[config.mk]
export PLATFORM = sky130hd
export DESIGN_NAME = fuzzy_subsequence_scorer_core
export DESIGN_NICKNAME = d
export VERILOG_FILES = /design/src/rtl/fss_pkg.sv /design/src/rtl/fss_ram.sv /design/src/rtl/fuzzy_subsequence_scorer_core.sv
export SDC_FILE = /design/constraint.sdc
export NUM_CORES = 1
export LEC_CHECK = 0
export ABC_AREA = 1
export BUFFER_PORTS_ARGS = -buffer_cell sky130_fd_sc_hd__buf_2
export CORE_MARGIN = 8
export CORE_UTILIZATION = 40
export DETAILED_ROUTE_END_ITERATION = 10
export PLACE_DENSITY = 0.62
export SYNTH_ARGS = -nofsm -noshare
export SYNTH_HDL_FRONTEND = slang
export SYNTH_SLANG_ARGS = --single-unit
[constraint.sdc]
create_clock -name clk -period 7.7 [get_ports clk]
set_clock_uncertainty 0.15 [all_clocks]
set_input_delay 0.385 -clock clk [delete_from_list [all_inputs] [get_ports clk]]
set_output_delay 0.385 -clock clk [all_outputs]
set_load 0.01 [all_outputs]
[src/rtl/fss_pkg.sv]
// Package for the fuzzy subsequence scorer: operation and field codes,
// score constants and the character class helpers. No dependencies.
package fss_pkg;

  localparam int unsigned MAX_PATTERN = 32;
  localparam int unsigned SLOT_W      = $clog2(MAX_PATTERN);
  localparam int unsigned LEN_W       = 6;
  localparam int unsigned SCORE_W     = 12;
  localparam int unsigned OUT_W       = 13;
  localparam int unsigned RUN_W       = 6;
  localparam int unsigned TLEN_W      = 8;
  localparam int unsigned INC_W       = 9;

  localparam logic [SCORE_W-1:0] SCORE_MAX = '1;
  localparam logic [OUT_W-1:0]   OUT_MAX   = '1;

  localparam logic [INC_W-1:0] BOUNDARY_BONUS = INC_W'(10);
  localparam logic [INC_W-1:0] START_BONUS    = INC_W'(8);
  localparam logic [4:0]       SHORT_BONUS    = 5'd15;

  localparam logic [7:0] CH_SEMI  = 8'h3B;
  localparam logic [7:0] CH_SPACE = 8'h20;
  localparam logic [7:0] CH_DASH  = 8'h2D;
  localparam logic [7:0] CH_UNDER = 8'h5F;
  localparam logic [7:0] CH_DOT   = 8'h2E;

  typedef enum logic [1:0] {
    OP_LOAD = 2'd0,
    OP_TEXT = 2'd1,
    OP_END  = 2'd2,
    OP_NONE = 2'd3
  } op_t;

  typedef enum logic [1:0] {
    KIND_NAME     = 2'd0,
    KIND_GENERIC  = 2'd1,
    KIND_KEYWORD  = 2'd2,
    KIND_CATEGORY = 2'd3
  } kind_t;

  typedef enum logic {
    REG_PATTERN_LENGTH = 1'b0,
    REG_ENTRY_MODE     = 1'b1
  } reg_index_t;

  function automatic logic is_low(input logic [7:0] c);
    return (c >= 8'h61) && (c <= 8'h7A);
  endfunction

  function automatic logic is_up(input logic [7:0] c);
    return (c >= 8'h41) && (c <= 8'h5A);
  endfunction

  function automatic logic [7:0] fold(input logic [7:0] c);
    return is_up(c) ? (c + 8'd32) : c;
  endfunction

endpackage

[src/rtl/fss_ram.sv]
// Generic single-port-write, single-port-read RAM with a registered read.
// Stand-alone, no package dependency.
module fss_ram #(
  parameter int unsigned WIDTH = 8,
  parameter int unsigned DEPTH = 32
) (
  input  logic                     clk,
  input  logic                     we,
  input  logic [$clog2(DEPTH)-1:0] waddr,
  input  logic [WIDTH-1:0]         wdata,
  input  logic [$clog2(DEPTH)-1:0] raddr,
  output logic [WIDTH-1:0]         rdata
);

  logic [WIDTH-1:0] mem [DEPTH];

  always_ff @(posedge clk) begin
    if (we) begin
      mem[waddr] <= wdata;
    end
    rdata <= mem[raddr];
  end

endmodule

[src/rtl/fuzzy_subsequence_scorer_core.sv]
// Top level of the fuzzy subsequence scorer: greedy case-insensitive matcher
// with entry aggregation. Depends on fss_pkg and fss_ram.
//
//   channel  | direction | handshake          | contents
//   s_       | in        | s_tvalid/s_tready  | tdata: pattern_slot, ch; tuser: op, field_kind;
//            |           |                    | tlast: end_of_field
//   m_       | out       | m_tvalid/m_tready  | tdata: match_score
//   cfg_     | in        | cfg_we             | cfg_index selects register, cfg_wdata value
//
// One request is taken every cycle while s_tready is high; a result appears in the
// cycle after the request that causes it. The pattern RAM is read one position ahead,
// so the next pattern byte is already on its output when the following text byte
// arrives. Writes to the slot being fetched are forwarded. The input stalls
// only while a result waits in the output register and m_tready is low.
// Reset is synchronous and needs no clearing pass; the pattern RAM is not reset.
module fuzzy_subsequence_scorer_core (
  input  logic        clk,
  input  logic        rst,
  input  logic        s_tvalid,
  output logic        s_tready,
  input  logic [15:0] s_tdata,   // [4:0] pattern_slot, [12:5] ch, [15:13] zero
  input  logic [3:0]  s_tuser,   // [1:0] op, [3:2] field_kind
  input  logic        s_tlast,
  output logic        m_tvalid,
  input  logic        m_tready,
  output logic [15:0] m_tdata,   // [12:0] match_score, [15:13] zero
  input  logic        cfg_we,
  input  logic        cfg_index,
  input  logic [5:0]  cfg_wdata
);

  localparam int unsigned SW = fss_pkg::SLOT_W;
  localparam int unsigned LW = fss_pkg::LEN_W;
  localparam int unsigned CW = fss_pkg::SCORE_W;
  localparam int unsigned OW = fss_pkg::OUT_W;
  localparam int unsigned RW = fss_pkg::RUN_W;
  localparam int unsigned TW = fss_pkg::TLEN_W;
  localparam int unsigned IW = fss_pkg::INC_W;

  // Request fields
  logic [SW-1:0]      slot;
  logic [7:0]         ch;
  fss_pkg::op_t       op;
  fss_pkg::kind_t     kind;
  logic               accept;

  // Configuration
  logic [LW-1:0] pattern_length;
  logic          entry_mode;
  logic [LW-1:0] plen;

  // String state
  logic [LW-1:0] pattern_pos, pattern_pos_next;
  logic [RW-1:0] run_length, run_length_next;
  logic [CW-1:0] running_score, running_score_next;
  logic [7:0]    prev_char, prev_char_next;
  logic [TW-1:0] text_length, text_length_next;

  // Entry bests
  logic [OW-1:0] name_best, name_best_next;
  logic [OW-1:0] generic_best, generic_best_next;
  logic [CW-1:0] keyword_best, keyword_best_next;
  logic [CW-1:0] category_best, category_best_next;

  // Pattern RAM and forwarding
  logic          ram_we;
  logic [SW-1:0] ram_raddr;
  logic [7:0]    ram_rdata;
  logic          fwd_hit;
  logic [7:0]    fwd_data;
  logic [7:0]    pchar;

  // Feed datapath
  logic          is_kw;
  logic          is_semi;
  logic          do_feed;
  logic          matched;
  logic          start;
  logic          boundary;
  logic [IW-1:0] inc;
  logic [CW:0]   score_sum;
  logic [LW-1:0] f_pos;
  logic [RW-1:0] f_run;
  logic [CW-1:0] f_score;
  logic [TW-1:0] f_tl;
  logic [CW:0]   fin_sum;
  logic [CW-1:0] fin;
  logic [OW:0]   fin_x3;
  logic [OW-1:0] w3;
  logic [OW-1:0] w2;
  logic          clear_str;
  logic          seg_fold;
  logic [OW-1:0] entry_max;

  // Result
  logic          res_valid;
  logic [OW-1:0] res_score;
  logic [OW-1:0] match_score;

  assign slot     = s_tdata[SW-1:0];
  assign ch       = s_tdata[SW+7:SW];
  assign op       = fss_pkg::op_t'(s_tuser[1:0]);
  assign kind     = fss_pkg::kind_t'(s_tuser[3:2]);
  assign s_tready = !m_tvalid || m_tready;
  assign accept   = s_tvalid && s_tready;

  assign plen = (pattern_length > LW'(fss_pkg::MAX_PATTERN)) ?
                LW'(fss_pkg::MAX_PATTERN) : pattern_length;

  always_ff @(posedge clk) begin
    if (rst) begin
      pattern_length <= '0;
      entry_mode     <= 1'b0;
    end else if (cfg_we) begin
      unique case (fss_pkg::reg_index_t'(cfg_index))
        fss_pkg::REG_PATTERN_LENGTH: pattern_length <= cfg_wdata[LW-1:0];
        fss_pkg::REG_ENTRY_MODE:     entry_mode     <= cfg_wdata[0];
        default: ;
      endcase
    end
  end

  // The RAM is addressed with the position the string will have next cycle.
  assign ram_we    = accept && (op == fss_pkg::OP_LOAD) &&
                     ({1'b0, slot} < (SW + 1)'(fss_pkg::MAX_PATTERN));
  assign ram_raddr = rst ? '0 : pattern_pos_next[SW-1:0];

  fss_ram #(
    .WIDTH(8),
    .DEPTH(fss_pkg::MAX_PATTERN)
  ) u_pattern_ram (
    .clk   (clk),
    .we    (ram_we),
    .waddr (slot),
    .wdata (ch),
    .raddr (ram_raddr),
    .rdata (ram_rdata)
  );

  always_ff @(posedge clk) begin
    if (rst) begin
      fwd_hit <= 1'b0;
    end else begin
      fwd_hit <= ram_we && (slot == ram_raddr);
    end
    fwd_data <= ch;
  end

  assign pchar = fwd_hit ? fwd_data : ram_rdata;

  always_comb begin
    is_kw   = (kind == fss_pkg::KIND_KEYWORD) || (kind == fss_pkg::KIND_CATEGORY);
    is_semi = (ch == fss_pkg::CH_SEMI);
    do_feed = accept && (op == fss_pkg::OP_TEXT) && !(entry_mode && is_kw && is_semi);
    matched = (pattern_pos < plen) && (fss_pkg::fold(ch) == fss_pkg::fold(pchar));
    start   = (text_length == '0);
    boundary = start || (prev_char == fss_pkg::CH_SPACE) ||
               (prev_char == fss_pkg::CH_DASH) || (prev_char == fss_pkg::CH_UNDER) ||
               (prev_char == fss_pkg::CH_DOT) ||
               (fss_pkg::is_low(prev_char) && fss_pkg::is_up(ch));
    inc = IW'(1) + (boundary ? fss_pkg::BOUNDARY_BONUS : '0) +
          {1'b0, run_length, 2'b00} + (start ? fss_pkg::START_BONUS : '0) +
          IW'(ch == pchar);
    score_sum = {1'b0, running_score} + (CW + 1)'(inc);

    f_pos   = pattern_pos;
    f_run   = run_length;
    f_score = running_score;
    f_tl    = text_length;
    if (do_feed) begin
      f_tl = (text_length == '1) ? text_length : text_length + TW'(1);
      if (matched) begin
        f_score = score_sum[CW] ? fss_pkg::SCORE_MAX : score_sum[CW-1:0];
        f_run   = (run_length == '1) ? run_length : run_length + RW'(1);
        f_pos   = pattern_pos + LW'(1);
      end else if (pattern_pos < plen) begin
        f_run = '0;
      end
    end

    // Score of the string as it stands after this byte.
    fin_sum = {1'b0, f_score} +
              (({1'b0, f_tl} <= ((TW + 1)'(plen) + (TW + 1)'(2))) ?
               (CW + 1)'(fss_pkg::SHORT_BONUS) : '0);
    if (plen == '0) begin
      fin = CW'(1);
    end else if ((f_tl == '0) || (f_pos < plen)) begin
      fin = '0;
    end else begin
      fin = fin_sum[CW] ? fss_pkg::SCORE_MAX : fin_sum[CW-1:0];
    end
    fin_x3 = (OW + 1)'({fin, 1'b0}) + (OW + 1)'(fin);
    w3 = (fin_x3 > (OW + 1)'(fss_pkg::OUT_MAX)) ? fss_pkg::OUT_MAX : fin_x3[OW-1:0];
    w2 = {fin, 1'b0};

    clear_str = accept && ((op == fss_pkg::OP_END) ||
                ((op == fss_pkg::OP_TEXT) && (s_tlast || (entry_mode && is_kw && is_semi))));
    seg_fold  = accept && (op == fss_pkg::OP_TEXT) && entry_mode && is_kw &&
                (is_semi || s_tlast) && (f_tl != '0);

    entry_max = name_best;
    if (generic_best > entry_max) entry_max = generic_best;
    if (OW'(keyword_best) > entry_max) entry_max = OW'(keyword_best);
    if (OW'(category_best) > entry_max) entry_max = OW'(category_best);
  end

  always_comb begin
    if (clear_str) begin
      pattern_pos_next   = '0;
      run_length_next    = '0;
      running_score_next = '0;
      prev_char_next     = '0;
      text_length_next   = '0;
    end else begin
      pattern_pos_next   = f_pos;
      run_length_next    = f_run;
      running_score_next = f_score;
      prev_char_next     = do_feed ? ch : prev_char;
      text_length_next   = f_tl;
    end

    name_best_next     = name_best;
    generic_best_next  = generic_best;
    keyword_best_next  = keyword_best;
    category_best_next = category_best;
    res_valid          = 1'b0;
    res_score          = '0;

    if (accept) begin
      unique case (op)
        fss_pkg::OP_TEXT: begin
          if (!entry_mode) begin
            res_valid = s_tlast;
            res_score = OW'(fin);
          end else if (seg_fold) begin
            if (kind == fss_pkg::KIND_KEYWORD) begin
              if (fin > keyword_best) keyword_best_next = fin;
            end else begin
              if (fin > category_best) category_best_next = fin;
            end
          end else if (s_tlast && !is_kw) begin
            if (kind == fss_pkg::KIND_NAME) begin
              if (w3 > name_best) name_best_next = w3;
            end else begin
              if (w2 > generic_best) generic_best_next = w2;
            end
          end
        end
        fss_pkg::OP_END: begin
          res_valid = 1'b1;
          if (plen == '0) begin
            res_score = OW'(1);
          end else if (!entry_mode) begin
            res_score = '0;
          end else begin
            res_score = entry_max;
          end
          name_best_next     = '0;
          generic_best_next  = '0;
          keyword_best_next  = '0;
          category_best_next = '0;
        end
        fss_pkg::OP_LOAD, fss_pkg::OP_NONE: ;
        default: ;
      endcase
    end
  end

  always_ff @(posedge clk) begin
    if (rst) begin
      pattern_pos   <= '0;
      run_length    <= '0;
      running_score <= '0;
      prev_char     <= '0;
      text_length   <= '0;
      name_best     <= '0;
      generic_best  <= '0;
      keyword_best  <= '0;
      category_best <= '0;
      m_tvalid      <= 1'b0;
    end else begin
      pattern_pos   <= pattern_pos_next;
      run_length    <= run_length_next;
      running_score <= running_score_next;
      prev_char     <= prev_char_next;
      text_length   <= text_length_next;
      name_best     <= name_best_next;
      generic_best  <= generic_best_next;
      keyword_best  <= keyword_best_next;
      category_best <= category_best_next;
      if (res_valid) begin
        m_tvalid <= 1'b1;
      end else if (m_tready) begin
        m_tvalid <= 1'b0;
      end
    end
  end

  always_ff @(posedge clk) begin
    if (res_valid) begin
      match_score <= res_score;
    end
  end

  assign m_tdata = {3'b000, match_score};

endmodule

==> run metrics <==
num rows slightly above 80; Fillers 4,765; DIE WIDTH 243.9 um; GR Overflow Total 0; Max FO, Critical Path 7; setup slack after layout -0.3944 ns; I/O Buffers between 40 and 50; FF-to-FF End name_best[3]$_SDFFE_PP0P_; R2R setup slack -0.39 ns; die height around 240 um; Req. time, crit path approximately 8.0 ns; RSZ-0062 raised after global routing true; final instance area approximately 25,000 um2; drt wl/cell between 15 and 20 um; Synth Instances about 2.2k; Final Max Tran Viols 0; CP max stage cell fa_2; starting density of the core 0.4050; clk_lat worst skew 0.60 ns; sequential share of the synthesized area 0.4987; Routability Congestion just over 0.9; Worst Hold Class input port to flop; floorplan core area between 50,000 and 60,000 um2; Root Buffer clkbuf_16; violated checks setup timing; H-tree Lvls 2; Sink Count 383; hold path startpoint s_tdata[11]; Placed Area 23,320 um2; Tmin final approximately 8.1 ns; synth warn 0; hold depth 2; Total Wirelength 59,190 um; dpl hpwl 42,290 um; critical path type flop to flop; Die ar. between 50,000 and 60,000 um2; CTS Buf Count 42; final period utilization 1.051; largest net degree at the start of global routing ~80; Reg area 10,370 um2; number of I/O pins 51; Distinct cells, synth a little under 60; drt drc 0; Post-Syn Area per Cell 9.279 um2; number of flops mapped to enable cells by yosys between 200 and 300; antenna cell count 0; R2R Path Start text_length[5]$_SDFF_PP0_; clock slew at reported path FFs around 0.06 ns; area grow syn2layout 21.96%; Seq cells post-synth ~380; critical path startpoint category flop; worst-margin pin slew between 1 and 1.5 ns; Fmax 123.5 MHz; MaxCap Viol Count 0; Post-DRT Antenna Nets 0; maximum root-to-sink buffer count 3; Post-Synthesis Cell Area around 21,000 um2; DR vias/cell 5.310; Initial DRC Count 1,470; total number of vias about 17k; crit-path most repeated cell nand2_2; CTS tree done; final setup violating endpoints 13; PwrDens slightly above 200 nW/um2; hold endpoint fwd_data[6]$_DFF_P_; setup TNS -5.000 ns; Peak VDD IR around 0.00022 V; commonest non-fill, non-tap cell in the layout nand2_1; First-pass DRT Iterations 6; first-pass GRT wire length about 93,000 um; initial antenna violation count 1; Leak between 10 and 15 nW; CP arrival about 8.4 ns; CP top delay family simple AND/OR/NAND/NOR gates; Slew HR 0.2862; Critical Path End Type flop; most used flip-flop cell after synthesis edfxtp_1; share of cells above drive strength 1 0.2163; crit-path max cell delay approximately 0.45 ns; async set-or-reset flop fraction in the synthesized netlist 0; reg2reg path depth 55; setup slack at placement -0.7635 ns; NumNets Final about 2.7k; status finished, violations left; commonest cells after routing, fill and taps aside 384 x nand2_1, 269 x edfxtp_1, 250 x buf_4; vias in the first global route 16.76k; CP Buf/Inv Count 11; final hold vios 0; Multi-input gate area between 9000 and 10,000 um2; GR Util All Layers 0.1939
-- worst reg2reg max path: cells and delay by family, from the launching register on --
kind | cells | cell delay (ns)
compound gates | 11 | 1.46
buf+inv | 11 | 1.13
xor+xnor | 1 | 0.17
flops | 1 | 0.33
simple gates | 25 | 2.51
fa+ha+maj | 7 | 2.22
-- worst max-delay path by stage --
stage | startpoint | endpoint | slack [ns] | cells past startpoint
3_3_place_gp | s_tdata[9] | name_best[3]$_SDFFE_PP0P_ | -0.63 | 61
2_1_floorplan | text_length[7]$_SDFF_PP0_ | name_best[2]$_SDFFE_PP0P_ | -0.09 | 57
4_1_cts | text_length[1]$_SDFF_PP0_ | name_best[3]$_SDFFE_PP0P_ | -0.39 | 60
6_report | text_length[5]$_SDFF_PP0_ | name_best[3]$_SDFFE_PP0P_ | -0.39 | 55
5_1_grt | text_length[5]$_SDFF_PP0_ | name_best[2]$_SDFFE_PP0P_ | -0.91 | 58
3_5_place_dp | s_tdata[9] | name_best[3]$_SDFFE_PP0P_ | -0.76 | 61
-- cells by family after synthesis --
family	synth area share
AOI/OAI and AO/OA	0.1383
xor gates and xnor gates	0.01295
adders and majority gates	0.09395
buffers and inverters	0.06294
DFF	0.4987
muxes	0.008191
other	0.0003615
and+or+nand+nor	0.1847
-- power breakdown --
part | switching (mW) | internal (mW)
Clock | 0.870 | 1.19
Sequential | 0.0171 | 2.22
Combinational | 0.517 | 0.295
-- flip-flops by register name, indices dropped and copies added (netlist names) --
signal / cells
m_tvalid: 1
fwd_data: 8
running_score: 12
match_score: 13
u_pattern_ram.rdata: 8
prev_char: 8
u_pattern_ram.mem: 256
keyword_best: 12
generic_best: 12
pattern_length: 6
fwd_hit: 1
category_best: 12
text_length: 8
entry_mode: 1
pattern_pos: 6
name_best: 13
run_length: 6
-- Yosys cell counts, types with 5 or more instances --
cell      count  area, um2
a211oi_1      7      52.55
inv_2         7      26.28
inv_1       220      825.8
dfxtp_1     114       2282
a22oi_1      18      135.1
clkbuf_1     59      221.5
nor2_2        7      43.79
buf_6         8      90.09
or2_2        39      244.0
nand2_2      29      181.4
buf_2        16      80.08
a32o_1        8      80.08
ha_1        148       1852
o211ai_1     50      375.4
o21ai_0     121      605.6
nand2_1     400       1501
fa_1          5      100.1
o221ai_1     35      306.5
xor2_1       21      183.9
xnor2_1       6      52.55
nand3_1     108      540.5
a31oi_1      16      100.1
edfxtp_1    269       8078
nand4_1      37      231.5
o22ai_1      16      100.1
nor2_1      188      705.7
nor3_1       16      80.08
buf_4         5      37.54
mux2i_1      17      170.2
nor4_1        6      37.54
a21oi_1     179      895.9
-- metal layers --
metal  routed length (um)  track usage  up-vias
met5                   12            0        -
li1                     -            -     8365
met1                25540       0.2519     8040
met3                 3670      0.03151      126
met4                 2266      0.07869        2
met2                27710       0.3193      553
-- through the flow --
step	total power, mW	std cells	hold WS (ns)	utilization
2_1_floorplan	2.789	2241	0.2627	-
3_5_place_dp	3.062	3096	0.3061	0.4547
5_1_grt	5.324	3218	0.005351	0.4939
6_report	5.110	3218	0.02891	0.4939
3_3_place_gp	3.045	3096	0.3023	0.4547
4_1_cts	5.138	3209	0.001137	0.4914
-- area by class of cell --
cell class,count,share of cell area
sequential,383,0.4091
timing repair buffer,313,0.09096
clock inverter,23,0.01235
tap,680,0.03358
clock buffer,52,0.04296
inverter,231,0.03452
multi-input combinational,1536,0.3765
-- timing repair --
action | CTS | global route
pin swaps | 45 | 43
hold buffers | 12 | 0
setup endpoints to repair | 13 | 18
buffers inserted | 26 | 10
gates resized for setup | 50 | 16
hold endpoints to repair | 15 | 0
Power figures use the tool's default switching activity.
